File: config.mk
export PLATFORM = sky130hd
export DESIGN_NAME = adaptive_refresh_interval_ctrl
export DESIGN_NICKNAME = d
export VERILOG_FILES = /design/src/hw/rtl/aric_pkg.sv /design/src/hw/rtl/aric_cfg_regs.sv /design/src/hw/rtl/aric_chan_state.sv /design/src/hw/rtl/aric_update.sv /design/src/hw/rtl/adaptive_refresh_interval_ctrl.sv
export SDC_FILE = /design/constraint.sdc
export NUM_CORES = 1
export LEC_CHECK = 0
export ABC_AREA = 1
export BUFFER_PORTS_ARGS = -buffer_cell sky130_fd_sc_hd__buf_2
export CAP_MARGIN = 20
export CORE_MARGIN = 2
export CORE_UTILIZATION = 35
export DETAILED_ROUTE_END_ITERATION = 10
export GPL_ROUTABILITY_DRIVEN = 0
export PLACE_DENSITY_LB_ADDON = 0.05
export SLEW_MARGIN = 40
export SYNTH_ARGS = -nofsm -noshare
export SYNTH_HDL_FRONTEND = slang
export SYNTH_HIERARCHICAL = 1
export SYNTH_SLANG_ARGS = --single-unit
File: constraint.sdc
create_clock -name clk_i -period 3.85 [get_ports clk_i]
set_input_delay 0 -clock clk_i [delete_from_list [all_inputs] [get_ports clk_i]]
set_output_delay 0 -clock clk_i [all_outputs]
set_load 0.1 [all_outputs]
File: src/hw/rtl/aric_pkg.sv
`timescale 1ns / 1ps

package aric_pkg;

  // fixed field widths
  localparam int unsigned WORD_W = 32;
  localparam int unsigned IV_W   = 15;
  localparam int unsigned INC_W  = 15;
  localparam int unsigned DEC_W  = 14;
  localparam int unsigned ADDR_W = 4;
  localparam int unsigned DATA_W = 32;

  // error word layout
  localparam int unsigned RANK1_OVF_BIT = 31;
  localparam int unsigned RANK1_LSB     = 16;
  localparam int unsigned RANK0_OVF_BIT = 15;
  localparam int unsigned RANK0_LSB     = 0;

  localparam logic [IV_W-1:0] IV_MAX = 15'h7fff;

  // register reset values
  localparam logic [INC_W-1:0] INC_STEP_RST = 15'd16;
  localparam logic [DEC_W-1:0] DEC_STEP_RST = 14'd16;
  localparam logic [IV_W-1:0]  MAX_IV_RST   = 15'h71c0;
  localparam logic [IV_W-1:0]  MIN_IV_RST   = 15'd0;

  typedef enum logic [1:0] {
    REG_INC_STEP = 2'd0,
    REG_DEC_STEP = 2'd1,
    REG_MAX_IV   = 2'd2,
    REG_MIN_IV   = 2'd3
  } reg_idx_e;

  typedef struct packed {
    logic [INC_W-1:0] inc_step;
    logic [DEC_W-1:0] dec_step;
    logic [IV_W-1:0]  max_iv;
    logic [IV_W-1:0]  min_iv;
  } cfg_t;

  typedef struct packed {
    logic rank1;
    logic rank0;
  } flags_t;

endpackage

File: src/hw/rtl/aric_cfg_regs.sv
`timescale 1ns / 1ps

module aric_cfg_regs (
  input  logic                         clk_i,
  input  logic                         rst_ni,
  input  logic                         psel,
  input  logic                         penable,
  input  logic                         pwrite,
  input  logic [aric_pkg::ADDR_W-1:0]  paddr,
  input  logic [aric_pkg::DATA_W-1:0]  pwdata,
  output logic [aric_pkg::DATA_W-1:0]  prdata,
  output logic                         pready,
  output aric_pkg::cfg_t               cfg_o
);

  aric_pkg::cfg_t     cfg_q;
  aric_pkg::reg_idx_e idx;
  logic               wr_en;

  assign idx    = aric_pkg::reg_idx_e'(paddr[3:2]);
  assign wr_en  = psel && penable && pwrite;
  assign pready = 1'b1;
  assign cfg_o  = cfg_q;

  always_ff @(posedge clk_i or negedge rst_ni) begin
    if (!rst_ni) begin
      cfg_q.inc_step <= aric_pkg::INC_STEP_RST;
      cfg_q.dec_step <= aric_pkg::DEC_STEP_RST;
      cfg_q.max_iv   <= aric_pkg::MAX_IV_RST;
      cfg_q.min_iv   <= aric_pkg::MIN_IV_RST;
    end else if (wr_en) begin
      case (idx)
        aric_pkg::REG_INC_STEP: cfg_q.inc_step <= pwdata[aric_pkg::INC_W-1:0];
        aric_pkg::REG_DEC_STEP: cfg_q.dec_step <= pwdata[aric_pkg::DEC_W-1:0];
        aric_pkg::REG_MAX_IV:   cfg_q.max_iv   <= pwdata[aric_pkg::IV_W-1:0];
        aric_pkg::REG_MIN_IV:   cfg_q.min_iv   <= pwdata[aric_pkg::IV_W-1:0];
        default: ;
      endcase
    end
  end

  always_comb begin
    case (idx)
      aric_pkg::REG_INC_STEP:
        prdata = {{(aric_pkg::DATA_W-aric_pkg::INC_W){1'b0}}, cfg_q.inc_step};
      aric_pkg::REG_DEC_STEP:
        prdata = {{(aric_pkg::DATA_W-aric_pkg::DEC_W){1'b0}}, cfg_q.dec_step};
      aric_pkg::REG_MAX_IV:
        prdata = {{(aric_pkg::DATA_W-aric_pkg::IV_W){1'b0}}, cfg_q.max_iv};
      aric_pkg::REG_MIN_IV:
        prdata = {{(aric_pkg::DATA_W-aric_pkg::IV_W){1'b0}}, cfg_q.min_iv};
      default:
        prdata = '0;
    endcase
  end

endmodule

File: src/hw/rtl/aric_chan_state.sv
`timescale 1ns / 1ps

module aric_chan_state #(
  parameter int unsigned NUM_CHANNELS = 4,
  parameter int unsigned COUNT_BITS   = 15,
  localparam int unsigned PTR_W = (NUM_CHANNELS > 1) ? $clog2(NUM_CHANNELS) : 1
) (
  input  logic                  clk_i,
  input  logic                  rst_ni,
  input  logic                  upd_i,
  input  logic [COUNT_BITS-1:0] cnt1_i,
  input  logic [COUNT_BITS-1:0] cnt0_i,
  input  aric_pkg::flags_t      flags_i,
  output logic [PTR_W-1:0]      ch_o,
  output logic [COUNT_BITS-1:0] cnt1_o,
  output logic [COUNT_BITS-1:0] cnt0_o,
  output aric_pkg::flags_t      flags_o
);

  logic [PTR_W-1:0]      ptr_q;
  logic [COUNT_BITS-1:0] cnt1_q [NUM_CHANNELS];
  logic [COUNT_BITS-1:0] cnt0_q [NUM_CHANNELS];
  aric_pkg::flags_t      flags_q [NUM_CHANNELS];

  assign ch_o    = ptr_q;
  assign cnt1_o  = cnt1_q[ptr_q];
  assign cnt0_o  = cnt0_q[ptr_q];
  assign flags_o = flags_q[ptr_q];

  always_ff @(posedge clk_i or negedge rst_ni) begin
    if (!rst_ni) begin
      ptr_q <= '0;
      for (int i = 0; i < NUM_CHANNELS; i++) begin
        cnt1_q[i]  <= '0;
        cnt0_q[i]  <= '0;
        flags_q[i] <= '0;
      end
    end else if (upd_i) begin
      cnt1_q[ptr_q]  <= cnt1_i;
      cnt0_q[ptr_q]  <= cnt0_i;
      flags_q[ptr_q] <= flags_i;
      // round robin wrap
      ptr_q <= (ptr_q == PTR_W'(NUM_CHANNELS - 1)) ? '0 : ptr_q + 1'b1;
    end
  end

endmodule

File: src/hw/rtl/aric_update.sv
`timescale 1ns / 1ps

module aric_update #(
  parameter int unsigned COUNT_BITS = 15
) (
  input  aric_pkg::cfg_t                  cfg_i,
  input  logic [aric_pkg::WORD_W-1:0]     word_i,
  input  logic [aric_pkg::IV_W-1:0]       iv_i,
  input  logic [COUNT_BITS-1:0]           prev1_i,
  input  logic [COUNT_BITS-1:0]           prev0_i,
  input  aric_pkg::flags_t                flags_i,
  output logic [COUNT_BITS-1:0]           cnt1_o,
  output logic [COUNT_BITS-1:0]           cnt0_o,
  output aric_pkg::flags_t                flags_o,
  output logic [aric_pkg::IV_W-1:0]       iv_o,
  output logic                            err_o
);

  localparam int unsigned IVW = aric_pkg::IV_W;

  logic            ovf1, ovf0, clean;
  logic [IVW-1:0]  amount, shrunk, grown;
  logic [IVW:0]    floor_sum, grow_sum;

  assign ovf1   = word_i[aric_pkg::RANK1_OVF_BIT];
  assign ovf0   = word_i[aric_pkg::RANK0_OVF_BIT];
  assign cnt1_o = word_i[aric_pkg::RANK1_LSB +: COUNT_BITS];
  assign cnt0_o = word_i[aric_pkg::RANK0_LSB +: COUNT_BITS];

  assign clean = !ovf1 && !ovf0 && (prev1_i >= cnt1_o) && (prev0_i >= cnt0_o);

  // decrease by twice the step, clamp at the floor
  assign amount    = {cfg_i.dec_step, 1'b0};
  assign floor_sum = {1'b0, cfg_i.min_iv} + {1'b0, amount};
  assign shrunk    = ({1'b0, iv_i} < floor_sum) ? cfg_i.min_iv : iv_i - amount;

  // increase saturates at the field maximum
  assign grow_sum = {1'b0, iv_i} + {1'b0, cfg_i.inc_step};
  assign grown    = grow_sum[IVW] ? aric_pkg::IV_MAX : grow_sum[IVW-1:0];

  always_comb begin
    flags_o = flags_i;
    iv_o    = shrunk;
    err_o   = 1'b0;
    if (clean) begin
      if (!flags_i.rank1 && !flags_i.rank0) begin
        iv_o = (iv_i < cfg_i.max_iv) ? grown : iv_i;
      end else if (flags_i.rank1 && (prev1_i > cnt1_o)) begin
        flags_o.rank1 = 1'b0;
      end else if (flags_i.rank0 && (prev0_i > cnt0_o)) begin
        flags_o.rank0 = 1'b0;
      end
    end else begin
      if (ovf1 || (prev1_i < cnt1_o)) flags_o.rank1 = 1'b1;
      if (ovf0 || (prev0_i < cnt0_o)) flags_o.rank0 = 1'b1;
      err_o = 1'b1;
    end
  end

endmodule

File: src/hw/rtl/adaptive_refresh_interval_ctrl.sv
`timescale 1ns / 1ps

// channel  | direction | handshake               | payload
// ---------+-----------+-------------------------+------------------------------------------
// poll in  | sink      | in_valid_i / in_stall_o | error_word_i, present_interval_i
// result   | source    | out_valid_o / out_stall_i| channel_index_o, new_interval_o, error_seen_o
// config   | apb       | psel, penable, pwrite   | paddr, pwdata, prdata, pready
//
// a beat is taken one per cycle while the result side is not stalled; each poll lands in the input register
// when accepted and then in the result register, the update between them being combinational
// reset clears the channel pointer, stored counts, flags and both valid stages; the
// config registers return to their documented defaults
// a stalled result holds the input register, which then stalls the poll side

module adaptive_refresh_interval_ctrl #(
  parameter int unsigned NUM_CHANNELS = 4,
  parameter int unsigned COUNT_BITS   = 15
) (
  input  logic                         clk_i,
  input  logic                         rst_ni,
  // poll beats
  input  logic                         in_valid_i,
  output logic                         in_stall_o,
  input  logic [aric_pkg::WORD_W-1:0]  error_word_i,
  input  logic [aric_pkg::IV_W-1:0]    present_interval_i,
  // result beats
  output logic                         out_valid_o,
  input  logic                         out_stall_i,
  output logic [1:0]                   channel_index_o,
  output logic [aric_pkg::IV_W-1:0]    new_interval_o,
  output logic                         error_seen_o,
  // configuration
  input  logic                         psel,
  input  logic                         penable,
  input  logic                         pwrite,
  input  logic [aric_pkg::ADDR_W-1:0]  paddr,
  input  logic [aric_pkg::DATA_W-1:0]  pwdata,
  output logic [aric_pkg::DATA_W-1:0]  prdata,
  output logic                         pready
);

  localparam int unsigned PTR_W = (NUM_CHANNELS > 1) ? $clog2(NUM_CHANNELS) : 1;

  aric_pkg::cfg_t cfg;

  // input register
  logic                         in_vld_q;
  logic [aric_pkg::WORD_W-1:0]  word_q;
  logic [aric_pkg::IV_W-1:0]    iv_q;

  // result register
  logic                         out_vld_q;
  logic [1:0]                   ch_q;
  logic [aric_pkg::IV_W-1:0]    new_iv_q;
  logic                         err_q;

  logic                         in_take, advance;

  // per-channel history
  logic [PTR_W-1:0]             ch;
  logic [PTR_W+1:0]             ch_ext;
  logic [COUNT_BITS-1:0]        prev1, prev0, cnt1, cnt0;
  aric_pkg::flags_t             flags_cur, flags_nxt;

  // update result
  logic [aric_pkg::IV_W-1:0]    new_iv;
  logic                         err;

  aric_cfg_regs u_cfg (
    .clk_i   (clk_i),
    .rst_ni  (rst_ni),
    .psel    (psel),
    .penable (penable),
    .pwrite  (pwrite),
    .paddr   (paddr),
    .pwdata  (pwdata),
    .prdata  (prdata),
    .pready  (pready),
    .cfg_o   (cfg)
  );

  // the item in the input register moves on when the result register is free or drains
  assign advance    = in_vld_q && (!out_vld_q || !out_stall_i);
  assign in_stall_o = in_vld_q && !advance;
  assign in_take    = in_valid_i && !in_stall_o;

  aric_chan_state #(
    .NUM_CHANNELS (NUM_CHANNELS),
    .COUNT_BITS   (COUNT_BITS)
  ) u_state (
    .clk_i   (clk_i),
    .rst_ni  (rst_ni),
    .upd_i   (advance),
    .cnt1_i  (cnt1),
    .cnt0_i  (cnt0),
    .flags_i (flags_nxt),
    .ch_o    (ch),
    .cnt1_o  (prev1),
    .cnt0_o  (prev0),
    .flags_o (flags_cur)
  );

  aric_update #(
    .COUNT_BITS (COUNT_BITS)
  ) u_update (
    .cfg_i   (cfg),
    .word_i  (word_q),
    .iv_i    (iv_q),
    .prev1_i (prev1),
    .prev0_i (prev0),
    .flags_i (flags_cur),
    .cnt1_o  (cnt1),
    .cnt0_o  (cnt0),
    .flags_o (flags_nxt),
    .iv_o    (new_iv),
    .err_o   (err)
  );

  // channel number reported on two bits
  assign ch_ext = {2'b00, ch};

  always_ff @(posedge clk_i or negedge rst_ni) begin
    if (!rst_ni) begin
      in_vld_q  <= 1'b0;
      out_vld_q <= 1'b0;
    end else begin
      if (in_take) begin
        in_vld_q <= 1'b1;
      end else if (advance) begin
        in_vld_q <= 1'b0;
      end
      if (advance) begin
        out_vld_q <= 1'b1;
      end else if (!out_stall_i) begin
        out_vld_q <= 1'b0;
      end
    end
  end

  // payload registers, no reset
  always_ff @(posedge clk_i) begin
    if (in_take) begin
      word_q <= error_word_i;
      iv_q   <= present_interval_i;
    end
    if (advance) begin
      ch_q     <= ch_ext[1:0];
      new_iv_q <= new_iv;
      err_q    <= err;
    end
  end

  assign out_valid_o     = out_vld_q;
  assign channel_index_o = ch_q;
  assign new_interval_o  = new_iv_q;
  assign error_seen_o    = err_q;

endmodule

==> reports/qor.yml <==
synthesis:
  async_reset_ff_share_pct: 74.6
  syn-instance-count: 2023
  synth.distinct_cells: 43
  synth-edff-count: 65
  synth_compound_area_share_pct: 10.2
  synthesis.area_mm2: 0.0162
  ys.flop_type: "dfrtp_1"
  synth-warning-count: 6
  muxShareOfSynthArea_pct: 0
  synthAdderAreaFrac_pct: 8.41
  seq_area_frac_synth_pct: 41.6
  syn_area_per_cell_um2: 8.00
  ys_ff_latch: 256
  synth_simple_gate_area_share_pct: 25.9
  synth_top_family_by_area: "simple AND/OR/NAND/NOR gates"
  synth-xor-area-share_pct: 1.73
clocking:
  cts_buffers: 34
  h-tree-depth: 2
  cts_root_buf: "clkbuf_16"
  postCtsResizedCells: 0
  cts_sinks: 256
  cts_tree: "done"
  cts.reportedPaths.clkPinSlew_ns: 0.06
  clk_latency_ns: 0.55
  clock_path_buffers: 3
timing:
  whs_ns: 0.0803
  finalSetupViolCount: 0
  max_freq_ghz: 0.278
  clock_skew_ns: 0.0137
  rsz0062_at_grt: "false"
  slew-limit-headroom_pct: 42.9
  min_period_over_period_pct: 93.3
  worstMarginPinSlew_ns: 0.855
  layout_min_cycle_time_ns: 3.59
  finalSetupTns_ns: 0
  final_max_slew_viol_count: 0
  hold_viol: 0
route:
  num_vias: 13137
  wl_per_cell_um: 16.7
  finalWirelength_mm: 46.4
  dr.pass1.iters: 5
  drtAntennaViolNets: 0
  drt_iter0_drc: 877
  drc: 0
  routed_via_density: 4.72
grt:
  antenna_found_initial: 0
  use_met3_pct: 3.09
  grt_usage_pct: 19.7
  grt_max_degree: 83
  met2_usage_pct: 30.1
  grt_pass1_wl_mm: 72.5
  grt_overflow: 0
  met1_usage_pct: 28.9
  busiest_layer: "met2"
  grt_pass1_vias: 12586
critical_path:
  crit_family: "simple AND/OR/NAND/NOR gates"
  critPathMaxStageDelay_ns: 0.43
  r2r_start: "u_cfg/cfg_o[30]"
  r2r_cells: 18
  path_max_fanout: 16
  worst-path-buf-inv: 0
  worst_ep_arrival_time_ns: 3.88
  criticalPathCategory: "reg2reg"
  r2r_end: "new_interval_o[6]"
  cp-end-kind: "flop"
  crit_chain: "ha_1 > fa_1 > nand2_1 > nand2_1 > nand3_1 > and2_1 > nor2_1 > nor2_1 > o211a_1 > xor2_1 > ha_1 > nand3_1 > nor2_1 > nand3_4 > nand3_4 > nand2_1 > nand3_1 > nand2_1"
  worstPathRequired_ns: 4.14
  cpMaxStageDelayCell: "dfrtp_1"
  crit_path_start_kind: "flop"
  path_common_cell: "nand2_1"
  reg2reg_setup_slack_ns: 0.26
floorplanning:
  coreArea_mm2: 0.0455
  start_util_pct: 35.6
  io_pins: 143
  die_h_um: 219
  die-width_um: 219
  core.rowCount: 78
  dieArea_mm2: 0.0480
cells_and_area:
  drive_gt1_share_pct: 14.9
  syn_to_final_growth_pct: 15.5
  most-common-layout-cells: "nand2_1 (695), inv_1 (271), dfrtp_1 (182), nand3_1 (162)"
  mostFrequentLayoutCell: "nand2_1"
  post-route-util_pct: 41.1
  nets: 2353
  fill_cells: 4767
  antenna_cells: 0
pwr:
  power.internal_uw: 7720
  p_sw_uw: 6160
  power_per_cell_area_mw_per_mm2: 743
  p_seq_share_pct: 31.2
  irDropWorstVdd_v: 0.000500
  swShare_pct: 44.4
  clockPowerShare_pct: 22.3
  p_leak_uw: 0.00958
  comb_power_share_pct: 46.5
outcome:
  status: "finished, final reports clean"
hold_path:
  hold_path.class: "in2async"
placement:
  portBuffers: 105
  dp_hpwl_mm: 32.1
job:
  maxCapViolations: 0
-- power groups by stage --
stage	combinational (µW)	sequential (µW)	clock [µW]
floorplan	4740	4650	0
finish	6460	4330	3100
global route	7350	4440	3320
global placement	6380	4350	0
detailed placement	6450	4370	0
CTS	6530	4330	3210
-- cells in the mapped netlist (5+ instances only) --
master    number  area share, %
nand3b_1      11           0.51
nor3_1         9           0.28
buf_2         23           0.71
a21oi_1       66            2.0
nand2_4        5           0.35
nor2_1        45            1.0
nand2_1      695             16
o21ai_0       23           0.71
dfrtp_1      183             28
nand2_2        6           0.23
inv_1        272            6.3
o21ai_1       35            1.1
xor2_1        18           0.97
buf_4         68            3.2
buf_6         23            1.6
ha_1         104            8.0
xnor2_1       14           0.76
edfxtp_1      65             12
inv_2         10           0.23
dfstp_2        8            1.3
o21a_1         6           0.28
a21o_1         5           0.23
nand3_1      162            5.0
nand4_1       27            1.0
o21ai_2      100            5.4
-- state kept, by name (all words and copies together) (netlist names) --
signal	flops
out_valid_o	1
channel_index_o	2
u_state/cnt1_q	60
u_state/flags_q	8
new_interval_o	15
u_state/cnt0_q	60
iv_q	15
u_state/ch_o	2
u_cfg/cfg_o	59
error_seen_o	1
word_q	32
in_vld_q	1
-- area by class of cell --
| class | instances | area [µm²] | share of cell area [%] |
|---|---|---|---|
| Multi-Input combinational cell | 1383 | 7580 | 40.5 |
| Sequential cell | 256 | 6740 | 36.1 |
| Timing Repair Buffer | 199 | 1480 | 7.90 |
| Inverter | 282 | 1060 | 5.66 |
| Clock buffer | 51 | 986 | 5.27 |
| Tap cell | 600 | 751 | 4.01 |
| Clock inverter | 11 | 103 | 0.549 |
-- timing repair --
| item | CTS | global route |
|---|---|---|
| hold endpoints to repair | 191 | 0 |
| setup buffers | 0 | 0 |
| hold buffers | 75 | 0 |
-- cells by family (layout without fill, tap and decap cells) --
| kind of cell | count (synthesis) | count (layout) |
|---|---|---|
| adder cells (fa/ha/maj) | 107 | 107 |
| XOR/XNOR | 32 | 32 |
| AO/OA/AOI/OAI | 245 | 245 |
| other | 2 | 18 |
| AND/OR/NAND/NOR | 981 | 981 |
| flip-flops | 256 | 256 |
| buffers and inverters | 400 | 543 |
-- how the worst max path moves through the flow --
| stage | slack [ns] | depth (start not counted) | start | endpoint |
|---|---|---|---|---|
| 2_1_floorplan | 0.67 | 23 | u_cfg/cfg_o[1] | new_interval_o[0] |
| 3_3_place_gp | 0.30 | 18 | u_cfg/cfg_o[1] | new_interval_o[0] |
| 3_5_place_dp | 0.29 | 18 | u_cfg/cfg_o[1] | new_interval_o[0] |
| 4_1_cts | 0.26 | 18 | u_cfg/cfg_o[30] | new_interval_o[12] |
| 5_1_grt | 0.01 | 18 | u_cfg/cfg_o[1] | new_interval_o[5] |
| 6_report | 0.26 | 18 | u_cfg/cfg_o[30] | new_interval_o[6] |
-- metrics by stage --
stage	cell area (µm²)	total power [µW]	instances	worst slack [ns]
floorplan	16300	9390	2039	0.673
global placement	16800	10700	2645	0.301
detailed placement	16900	10800	2645	0.289
CTS	18700	14100	2782	0.261
global route	18700	15100	2782	0.0119
finish	18700	13900	2782	0.257
-- layer usage --
layer	wire, µm	vias to the layer above
met3	2090	52
met1	23500	6148
met5	0	-
met2	20100	271
li1	-	6666
met4	737	0
Note: power is estimated with default switching activity, not from simulation.
